===== config.mk =====
export PLATFORM = sky130hd
export DESIGN_NAME = periodic_task_timer_table_core
export DESIGN_NICKNAME = d
export VERILOG_FILES = /design/src/hdl/ptt_pkg.sv /design/src/hdl/periodic_task_timer_table.sv /design/src/hdl/ptt_rem.sv
export SDC_FILE = /design/constraint.sdc
export NUM_CORES = 2
export LEC_CHECK = 0
export ABC_CLOCK_PERIOD_IN_PS = 22800
export BUFFER_PORTS_ARGS = -buffer_cell sky130_fd_sc_hd__buf_4
export CAP_MARGIN = 20
export CORE_MARGIN = 2
export CORE_UTILIZATION = 55
export CTS_BUF_LIST = sky130_fd_sc_hd__clkbuf_2
export DETAILED_ROUTE_END_ITERATION = 8
export GPL_TIMING_DRIVEN = 0
export PLACE_DENSITY = 0.69
export SYNTH_ARGS = -nofsm -noshare
export SYNTH_HDL_FRONTEND = slang
export SYNTH_SLANG_ARGS = --single-unit

===== constraint.sdc =====
create_clock -name aclk -period 22.8 [get_ports aclk]
set_input_delay 4.56 -clock aclk [delete_from_list [all_inputs] [get_ports aclk]]
set_output_delay 4.56 -clock aclk [all_outputs]
set_load 0.005 [all_outputs]

===== src/hdl/ptt_pkg.sv =====
`timescale 1ns / 1ps

package ptt_pkg;

    localparam int NUM_SLOTS = 16;
    localparam int SLOT_W    = (NUM_SLOTS > 1) ? $clog2(NUM_SLOTS) : 1;
    localparam int MAX_OUT   = 16;
    localparam int CNT_W     = $clog2(MAX_OUT + 1);
    localparam int ID_W      = 32;
    localparam int PER_W     = 24;
    localparam int TIME_W    = 32;
    localparam int IN_DATA_W  = 112;
    localparam int OUT_DATA_W = 64;

    typedef enum logic [1:0] {
        CMD_TICK   = 2'd0,
        CMD_ADD    = 2'd1,
        CMD_DELETE = 2'd2,
        CMD_NONE   = 2'd3
    } cmd_t;

    typedef enum logic [2:0] {
        KIND_FIRED     = 3'd0,
        KIND_ADDED     = 3'd1,
        KIND_REPLACED  = 3'd2,
        KIND_DELETED   = 3'd3,
        KIND_NOT_FOUND = 3'd4,
        KIND_FULL      = 3'd5,
        KIND_BAD_INTVL = 3'd6
    } kind_t;

endpackage


===== src/hdl/periodic_task_timer_table.sv =====
`timescale 1ns / 1ps

// Channel  Direction  tdata (low bit up)                           tuser    tlast
// s_       in         entry_id, period, first_offset, now_time     command  -
// m_       out        result_id, due_time                          kind     last
//
// Add and delete items take one slot pass, but an add with a zero period takes none.
// A tick takes one slot pass per fired entry, plus one more unless MAX_OUT entries fire,
// and each fired entry passes the bit-serial remainder unit that advances its due time.
// The block takes no item until every result of the current one has been taken.
// Reset empties the table at once and clears the current time to zero.
module periodic_task_timer_table_core (
    input  logic                            aclk,
    input  logic                            aresetn,
    input  logic                            s_tvalid,
    output logic                            s_tready,
    input  logic [ptt_pkg::IN_DATA_W-1:0]   s_tdata,  // entry_id, period, first_offset, now_time
    input  logic [1:0]                      s_tuser,  // command
    output logic                            m_tvalid,
    input  logic                            m_tready,
    output logic [ptt_pkg::OUT_DATA_W-1:0]  m_tdata,  // result_id, due_time
    output logic [2:0]                      m_tuser,  // kind
    output logic                            m_tlast
);
    import ptt_pkg::*;

    typedef enum logic [3:0] {
        ST_IDLE, ST_TSCAN, ST_TDECIDE, ST_TADV, ST_TDIV,
        ST_KSCAN, ST_KDECIDE, ST_WAIT
    } state_t;

    state_t state_reg, ret_reg;

    logic [NUM_SLOTS-1:0] valid_reg;
    logic [ID_W-1:0]   key_mem [NUM_SLOTS];
    logic [PER_W-1:0]  per_mem [NUM_SLOTS];
    logic [TIME_W-1:0] due_mem [NUM_SLOTS];

    logic [TIME_W-1:0] now_reg;
    cmd_t              cmd_reg;
    logic [ID_W-1:0]   id_reg;
    logic [PER_W-1:0]  per_reg;
    logic [PER_W-1:0]  ofs_reg;
    logic [SLOT_W-1:0] idx_reg;
    logic              found_reg;
    logic [SLOT_W-1:0] best_reg;
    logic [TIME_W-1:0] best_due_reg;
    logic              free_reg;
    logic [SLOT_W-1:0] free_idx_reg;
    logic              pend_reg;
    logic [ID_W-1:0]   pend_id_reg;
    logic [TIME_W-1:0] pend_due_reg;
    logic [CNT_W-1:0]  n_reg;

    logic              out_valid_reg;
    logic [ID_W-1:0]   out_id_reg;
    logic [TIME_W-1:0] out_due_reg;
    kind_t             out_kind_reg;
    logic              out_last_reg;

    logic              is_last_idx;
    logic              cand;
    logic [TIME_W:0]   add_due;
    logic [TIME_W-1:0] add_due_sat;
    logic [TIME_W:0]   adv_due;
    logic [TIME_W-1:0] adv_due_sat;
    logic              rem_start;
    logic              rem_done;
    logic [PER_W-1:0]  rem_val;
    logic [TIME_W-1:0] rem_num;

    assign is_last_idx = (idx_reg == SLOT_W'(NUM_SLOTS - 1));
    assign cand = valid_reg[idx_reg] && (due_mem[idx_reg] <= now_reg) &&
                  (!found_reg || (due_mem[idx_reg] < best_due_reg));
    assign add_due     = {1'b0, now_reg} + {{(TIME_W - PER_W + 1){1'b0}}, ofs_reg};
    assign add_due_sat = add_due[TIME_W] ? '1 : add_due[TIME_W-1:0];
    assign adv_due     = {1'b0, now_reg} - {{(TIME_W - PER_W + 1){1'b0}}, rem_val}
                       + {{(TIME_W - PER_W + 1){1'b0}}, per_mem[best_reg]};
    assign adv_due_sat = adv_due[TIME_W] ? '1 : adv_due[TIME_W-1:0];
    assign rem_num     = now_reg - due_mem[best_reg];
    assign rem_start   = (state_reg == ST_TADV);

    ptt_rem u_rem (
        .aclk      (aclk),
        .aresetn   (aresetn),
        .start     (rem_start),
        .dividend  (rem_num),
        .divisor   (per_mem[best_reg]),
        .done      (rem_done),
        .remainder (rem_val)
    );

    always_ff @(posedge aclk) begin
        if (!aresetn) begin
            state_reg     <= ST_IDLE;
            ret_reg       <= ST_IDLE;
            valid_reg     <= '0;
            now_reg       <= '0;
            out_valid_reg <= 1'b0;
            found_reg     <= 1'b0;
            free_reg      <= 1'b0;
            pend_reg      <= 1'b0;
            n_reg         <= '0;
            idx_reg       <= '0;
        end else begin
            case (state_reg)
                ST_IDLE: begin
                    if (s_tvalid) begin
                        cmd_reg   <= cmd_t'(s_tuser);
                        id_reg    <= s_tdata[31:0];
                        per_reg   <= s_tdata[55:32];
                        ofs_reg   <= s_tdata[79:56];
                        idx_reg   <= '0;
                        found_reg <= 1'b0;
                        free_reg  <= 1'b0;
                        pend_reg  <= 1'b0;
                        n_reg     <= '0;
                        case (cmd_t'(s_tuser))
                            CMD_TICK: begin
                                now_reg   <= s_tdata[111:80];
                                state_reg <= ST_TSCAN;
                            end
                            CMD_ADD: begin
                                if (s_tdata[55:32] == '0) begin
                                    out_valid_reg <= 1'b1;
                                    out_kind_reg  <= KIND_BAD_INTVL;
                                    out_id_reg    <= s_tdata[31:0];
                                    out_due_reg   <= '0;
                                    out_last_reg  <= 1'b1;
                                    ret_reg       <= ST_IDLE;
                                    state_reg     <= ST_WAIT;
                                end else begin
                                    state_reg <= ST_KSCAN;
                                end
                            end
                            CMD_DELETE: state_reg <= ST_KSCAN;
                            default:    state_reg <= ST_IDLE;
                        endcase
                    end
                end
                ST_TSCAN: begin
                    if (cand) begin
                        found_reg    <= 1'b1;
                        best_reg     <= idx_reg;
                        best_due_reg <= due_mem[idx_reg];
                    end
                    if (is_last_idx) begin
                        idx_reg   <= '0;
                        state_reg <= ST_TDECIDE;
                    end else begin
                        idx_reg <= idx_reg + 1'b1;
                    end
                end
                ST_TDECIDE: begin
                    if (found_reg) begin
                        if (pend_reg) begin
                            out_valid_reg <= 1'b1;
                            out_kind_reg  <= KIND_FIRED;
                            out_id_reg    <= pend_id_reg;
                            out_due_reg   <= pend_due_reg;
                            out_last_reg  <= 1'b0;
                            ret_reg       <= ST_TADV;
                            state_reg     <= ST_WAIT;
                        end else begin
                            state_reg <= ST_TADV;
                        end
                    end else if (pend_reg) begin
                        out_valid_reg <= 1'b1;
                        out_kind_reg  <= KIND_FIRED;
                        out_id_reg    <= pend_id_reg;
                        out_due_reg   <= pend_due_reg;
                        out_last_reg  <= 1'b1;
                        ret_reg       <= ST_IDLE;
                        state_reg     <= ST_WAIT;
                    end else begin
                        state_reg <= ST_IDLE;
                    end
                end
                ST_TADV: begin
                    pend_reg     <= 1'b1;
                    pend_id_reg  <= key_mem[best_reg];
                    pend_due_reg <= due_mem[best_reg];
                    n_reg        <= n_reg + 1'b1;
                    state_reg    <= ST_TDIV;
                end
                ST_TDIV: begin
                    if (rem_done) begin
                        due_mem[best_reg] <= adv_due_sat;
                        found_reg         <= 1'b0;
                        if (n_reg == CNT_W'(MAX_OUT)) begin
                            out_valid_reg <= 1'b1;
                            out_kind_reg  <= KIND_FIRED;
                            out_id_reg    <= pend_id_reg;
                            out_due_reg   <= pend_due_reg;
                            out_last_reg  <= 1'b1;
                            ret_reg       <= ST_IDLE;
                            state_reg     <= ST_WAIT;
                        end else begin
                            state_reg <= ST_TSCAN;
                        end
                    end
                end
                ST_KSCAN: begin
                    if (valid_reg[idx_reg] && key_mem[idx_reg] == id_reg && !found_reg) begin
                        found_reg <= 1'b1;
                        best_reg  <= idx_reg;
                    end
                    if (!valid_reg[idx_reg] && !free_reg) begin
                        free_reg     <= 1'b1;
                        free_idx_reg <= idx_reg;
                    end
                    if (is_last_idx) begin
                        idx_reg   <= '0;
                        state_reg <= ST_KDECIDE;
                    end else begin
                        idx_reg <= idx_reg + 1'b1;
                    end
                end
                ST_KDECIDE: begin
                    out_valid_reg <= 1'b1;
                    out_id_reg    <= id_reg;
                    out_due_reg   <= (cmd_reg == CMD_ADD && (found_reg || free_reg)) ?
                                     add_due_sat : '0;
                    out_last_reg  <= 1'b1;
                    ret_reg       <= ST_IDLE;
                    state_reg     <= ST_WAIT;
                    if (cmd_reg == CMD_ADD) begin
                        if (found_reg || free_reg) begin
                            valid_reg[found_reg ? best_reg : free_idx_reg] <= 1'b1;
                            key_mem[found_reg ? best_reg : free_idx_reg]   <= id_reg;
                            per_mem[found_reg ? best_reg : free_idx_reg]   <= per_reg;
                            due_mem[found_reg ? best_reg : free_idx_reg]   <= add_due_sat;
                            out_kind_reg <= found_reg ? KIND_REPLACED : KIND_ADDED;
                        end else begin
                            out_kind_reg <= KIND_FULL;
                        end
                    end else if (found_reg) begin
                        valid_reg[best_reg] <= 1'b0;
                        out_kind_reg        <= KIND_DELETED;
                    end else begin
                        out_kind_reg <= KIND_NOT_FOUND;
                    end
                end
                ST_WAIT: begin
                    if (m_tready) begin
                        out_valid_reg <= 1'b0;
                        state_reg     <= ret_reg;
                    end
                end
                default: state_reg <= ST_IDLE;
            endcase
        end
    end

    assign s_tready = (state_reg == ST_IDLE);
    assign m_tvalid = out_valid_reg;
    assign m_tdata  = {out_due_reg, out_id_reg};
    assign m_tuser  = out_kind_reg;
    assign m_tlast  = out_last_reg;

endmodule


===== src/hdl/ptt_rem.sv =====
`timescale 1ns / 1ps

module ptt_rem (
    input  logic                    aclk,
    input  logic                    aresetn,
    input  logic                    start,
    input  logic [ptt_pkg::TIME_W-1:0] dividend,
    input  logic [ptt_pkg::PER_W-1:0]  divisor,
    output logic                    done,
    output logic [ptt_pkg::PER_W-1:0]  remainder
);
    import ptt_pkg::*;

    localparam int STEP_W = $clog2(TIME_W + 1);

    logic [TIME_W-1:0] num_reg;
    logic [PER_W-1:0]  div_reg;
    logic [PER_W:0]    rem_reg;
    logic [STEP_W-1:0] step_reg;
    logic              busy_reg;
    logic              done_reg;
    logic [PER_W:0]    trial;
    logic [PER_W:0]    diff;

    assign trial = {rem_reg[PER_W-1:0], num_reg[TIME_W-1]};
    assign diff  = trial - {1'b0, div_reg};

    always_ff @(posedge aclk) begin
        if (!aresetn) begin
            busy_reg <= 1'b0;
            done_reg <= 1'b0;
            step_reg <= '0;
        end else begin
            done_reg <= busy_reg && !start && (step_reg == STEP_W'(TIME_W - 1));
            if (start) begin
                busy_reg <= 1'b1;
                num_reg  <= dividend;
                div_reg  <= divisor;
                rem_reg  <= '0;
                step_reg <= '0;
            end else if (busy_reg) begin
                num_reg <= {num_reg[TIME_W-2:0], 1'b0};
                if (!diff[PER_W]) begin
                    rem_reg <= diff;
                end else begin
                    rem_reg <= trial;
                end
                if (step_reg == STEP_W'(TIME_W - 1)) begin
                    busy_reg <= 1'b0;
                end
                step_reg <= step_reg + 1'b1;
            end
        end
    end

    assign done      = done_reg;
    assign remainder = rem_reg[PER_W-1:0];

endmodule


==> After elaboration in Yosys (flattened, before gate mapping) <==
Memories as Yosys holds them, arrays and structs flattened. A register that Yosys moved wholly into a read port is not among the register bits.
Cells that the tools add are included.
{ "totals": {"output_inout_bits": 70, "reg_bits": 379, "elab_cells": 235, "ramBits": 1408, "n_memories": 3} }
{ "op_classes": {"n_eq_ne": 27, "n_bitwise": 4, "muxes": 111, "reduce_logical": 47, "magnitude_cmp": 7, "addsub": 8} }
{ "memory_table": {"columns": ["memory", "depth", "word_bits", "read_ports", "rd_clocked_by_memory_dff", "wr", "line", "rtl"], "rows": [
  ["due_mem", 16, 32, 2, 2, 1, "periodic_task_timer_table.sv:37", "logic [TIME_W-1:0] due_mem [NUM_SLOTS];"],
  ["key_mem", 16, 32, 2, 2, 1, "periodic_task_timer_table.sv:35", "logic [ID_W-1:0] key_mem [NUM_SLOTS];"],
  ["per_mem", 16, 24, 1, 1, 1, "periodic_task_timer_table.sv:36", "logic [PER_W-1:0] per_mem [NUM_SLOTS];"]
]} }
{ "op_table": {"columns": ["operator", "count"], "rows": [
  ["2-to-1 mux 32 bit", 18],
  ["one-hot mux 32 bit (4 select lines)", 2],
  ["2-to-1 mux 4 bit", 26],
  ["2-to-1 mux 16 bit", 3],
  ["2-to-1 mux 24 bit", 2],
  ["2-to-1 mux 3 bit", 12],
  ["adder 32 x 24 -> 33 bit", 1],
  ["adder 33 x 24 -> 33 bit", 1],
  ["subtractor 32 x 24 -> 33 bit", 1],
  ["equality test 32 bit", 1],
  ["<= comparator 32 bit", 1],
  ["less-than comparator 32 bit", 1],
  ["one-hot mux 4 bit (8 select lines)", 1],
  ["OR reduction 32 bit", 1],
  ["subtractor 32 bit", 1],
  ["2-to-1 mux 1 bit", 30],
  ["subtractor 25 x 24 -> 25 bit", 1],
  ["logical NOT 24 bit", 1],
  ["!= test 2 bit, second input constant", 9],
  ["AND reduction 3 bit", 6],
  ["AND 16 bit", 1],
  ["equality test 4 x 3 -> 1 bit, second input constant", 4],
  ["inverter 16 bit", 1],
  ["bitwise OR 16 bit", 1],
  ["40 further kinds", 78]
]} }

==> Logic depth before layout (Yosys ltp) <==
{ "logic_depth": {"ltp_word": 8, "ltp_mapped": 21, "mapped_depth_nobuf": 17} }

==> Hierarchy <==
Synthesis repeated with hierarchy kept, for this count alone.
{ "unflattened": {"hier_cells": 4858, "area_unflattened_um2": 85409.4} }
{ "by_module_without_submodules": {"columns": ["module", "seq_area_each_um2", "n_inst", "area_per_inst_um2", "cells_per_inst"], "rows": [
  ["periodic_task_timer_table_core", 51369.3, 1, 80443.4, 4438],
  ["ptt_rem", 2562.5, 1, 4966.0, 420]
]} }

==> Least setup slack after synthesis <==
OpenSTA, ideal clock, no wires.
{ "synth_path": {"path_type": "input to register", "from": "input port aresetn", "to": "register best_reg[0], enable pin", "arrival_ns": 8.881, "setup_slack_ns": 13.596, "stages": 8, "cell_sequence": "buf_4 -> inv_2 -> a211oi_1 -> o21ai_1 -> a31o_2 -> nor4_1 -> a31oi_4 -> inv_1"} }
{ "synth_between": {"elab_chain_len": 1} }
{ "synth_lines": {"columns": ["element", "line", "rtl"], "rows": [
  ["start: declaration", "periodic_task_timer_table.sv:14", "input logic aresetn,"],
  ["AND reduction 4 bit (no line)", null, null],
  ["end signal: assignment", "periodic_task_timer_table.sv:144", "best_reg <= idx_reg;"],
  ["end signal: assignment", "periodic_task_timer_table.sv:206", "best_reg <= idx_reg;"],
  ["end: declaration", "periodic_task_timer_table.sv:46", "logic [SLOT_W-1:0] best_reg;"]
]} }
Every way passes these cells.
A chain may end at the register's enable or synchronous reset.

==> summary.txt <==
Floorplan
  • Io pins: 188
  • Starting Density: 55.5%
  • Chip width: 396 um
  • Die ar.: 0.157 sq mm
  • Core box area: 0.152 sq mm
  • Site Rows: 143
  • Die extent in y: 396 um

Drt
  • Pre-antenna DRT Iters: 6
  • Post-DRT Antenna Nets: 0
  • WL/cell: 33.5 um
  • DR DRC count: 0
  • WL final: 269,000 um
  • Initial DRC count: 6,963
  • Via count: 53,087
  • Vias per inst: 6.60

Synth
  • Post-synth cell types: 84
  • Yosys top cell area share: 61.8%
  • Synthesized cell area: 0.0847 sq mm
  • Syn nets: 5,138
  • Post-synthesis sequential area ratio: 63.7%
  • Count leader, synth: edfxtp_1
  • Syn Inst Count: 4,804
  • Ranking of synthesized cells by area: edfxtp_1, mux4_2, ha_1
  • Async set or reset register ratio after synthesis: 0%
  • Synth top cells by count: edfxtp_1, mux4_2, nand2_1
  • Yosys warns: 0
  • Seq cells post-synth: 1,823
  • Post-synth EDFFs: 1,742
  • Cell accounting for the most synthesized area: edfxtp_1
  • Synth Flop Type: edfxtp_1
  • Syn Area/Cell: 17.6 sq um

Final layout
  • Fin util: 63.2%
  • Layout Nets: 5,978
  • P&R area growth vs syn: 13.7%
  • Largest registers: due_mem x512, key_mem x512, per_mem x384
  • Share of cells above drive strength 1: 32.1%

Timing
  • RSZ-0062 raised after global routing: false
  • Normalized max-slew margin: 3.47%
  • Crit share post-route: 40.8%
  • TNS Setup: 0 ps
  • Final hold vios: 0
  • Max Clk Rate: 107 MHz
  • Worst Hold Margin: 454 ps
  • Setup violators final: 0
  • Final clock skew: 293 ps
  • Final setup margin: 13,490 ps
  • Max-slew violation count: 0
  • Measured slew at the worst slew-check pin: 1450 ps
  • Crit path time final: 9310 ps

Clock tree
  • Root Buffer: clkbuf_2
  • Max clock buf depth: 4
  • Worst-skew pair later-pin latency: 1980 ps
  • Post-CTS repair timing setup buffer count: 0
  • Clock slew at reported path FFs: 120 ps
  • CTS Sinks: 1,823
  • TritonCTS clock tree: built
  • Total clock buffers created by CTS: 459
  • Post-cts resize count: 0
  • H-tree Lvls: 5
  • Hold-fix buffers at CTS: 0

Critical path
  • Crit path max fanout: 16
  • Type of origin of the critical path: flop
  • Critical path endpoint category: flop
  • WS Path Type: flop to flop
  • CP required: 24,320 ps
  • Crit path DAT: 10,830 ps

Min path
  • HP Class: flop to flop

Place
  • HPWL Detailed: 191,000 um
  • Pre-CTS WS: 13,580 ps
  • IO Port Bufs: 186
  • GPL Wtd Cong: 0.968

GRT
  • Largest net degree at the start of global routing: 33
  • Vias in the first global route: 52,639
  • All-layer global routing usage: 34.6%
  • Grt ovf: 0
  • First-pass GRT wire length: 378,000 um
  • Initial antenna violation count: 8

Pwr
  • Power Density: 81.9 mW/mm^2
  • Sw frac: 31.8%
  • P_sw: 2.50 mW
  • Internal power: 5.38 mW
  • Logic gate share of total power: 20.8%
  • Leak: 33.0 nW
  • Sequential share of power: 51.5%
  • Peak supply drop: 74.0 uV
  • Clock share of power: 27.7%

Status
  • Status: finished clean

Job
  • Max-cap viol count: 0
metal layers:
| metal | routed length, um | GRT usage [%] | share of wire [%] |
|---|---|---|---|
| met1 | 97000 | 46.0 | 36 |
| met2 | 126000 | 53.8 | 47 |
| met3 | 29900 | 7.66 | 11 |
| met4 | 16800 | 18.8 | 6.2 |
| met5 | 35 | 0 | 0.013 |
power by group through the flow:
stage          clock (mW)  sequential (mW)  combinational, mW
2_1_floorplan           0             4.09              0.924
3_3_place_gp            0             4.15               1.50
3_5_place_dp            0             4.13               1.61
4_1_cts              2.21             4.06               1.61
5_1_grt              2.37             4.07               1.73
6_report             2.18             4.06               1.64
placed cells by master (no fill, tap or decap), types with 72 or more instances in the layout:
| master | n |
|---|---|
| clkinv_1 | 134 |
| ha_1 | 189 |
| a21oi_1 | 183 |
| a21o_1 | 72 |
| inv_1 | 230 |
| clkbuf_1 | 133 |
| buf_4 | 213 |
| mux4_2 | 743 |
| dfxtp_1 | 81 |
| clkbuf_2 | 652 |
| o21ai_0 | 134 |
| nand2_1 | 288 |
| nor2_1 | 180 |
| edfxtp_1 | 1742 |
cells by family after synthesis:
group           share of synthesized area [%]
flops                                    63.7
mux                                      20.8
simple gates                             3.92
compound gates                           4.52
buf+inv                                  2.29
fa+ha+maj                                3.43
xor+xnor                                 1.37
metrics by stage:
stage          total power, mW  cells  area [sq um]
6_report                  7.88   8041         96300
5_1_grt                   8.17   8039         96300
4_1_cts                   7.87   8012         96000
3_5_place_dp              5.74   7194         92000
3_3_place_gp              5.66   7020         88600
2_1_floorplan             5.02   4804         84700
worst max-delay path, cell delays in order, from the launching register on:
cell	delay (ps)
dfxtp_1	360
clkbuf_1	500
clkbuf_1	870
buf_1	740
buf_8	250
mux4_2	510
mux4_2	580
inv_1	110
fa_1	410
inv_1	60
ha_1	210
clkbuf_1	200
a211oi_1	250
o221a_2	250
a21oi_1	90
a211o_1	330
nor3_1	570
o21ai_0	230
a31oi_1	350
o2bb2ai_1	240
mux2_2	470
clkbuf_1	320
a22oi_1	1000
worst paths after layout:
check                           slack (ps)            start               to  cells after the start
worst max register to register       13490             flop  due_mem[11][30]                     22
worst max-delay path                 13490             flop  due_mem[11][30]                     22
worst min register to register         450  pend_due_reg[2]   out_due_reg[2]                      2
worst min-delay path                   450  pend_due_reg[2]   out_due_reg[2]                      2
final cells by class:
| type | instances | area (sq um) |
|---|---|---|
| timing repair buffer | 379 | 4750 |
| sequential | 1823 | 53900 |
| clock inverter | 167 | 773 |
| tap | 2030 | 2540 |
| inverter | 233 | 875 |
| antenna | 10 | 25.0 |
| multi-input combinational | 2511 | 29100 |
| fill | 11091 | 56100 |
| buffer | 237 | 1070 |
| clock buffer | 651 | 3260 |
No activity file was read; power rests on OpenSTA's default activity.
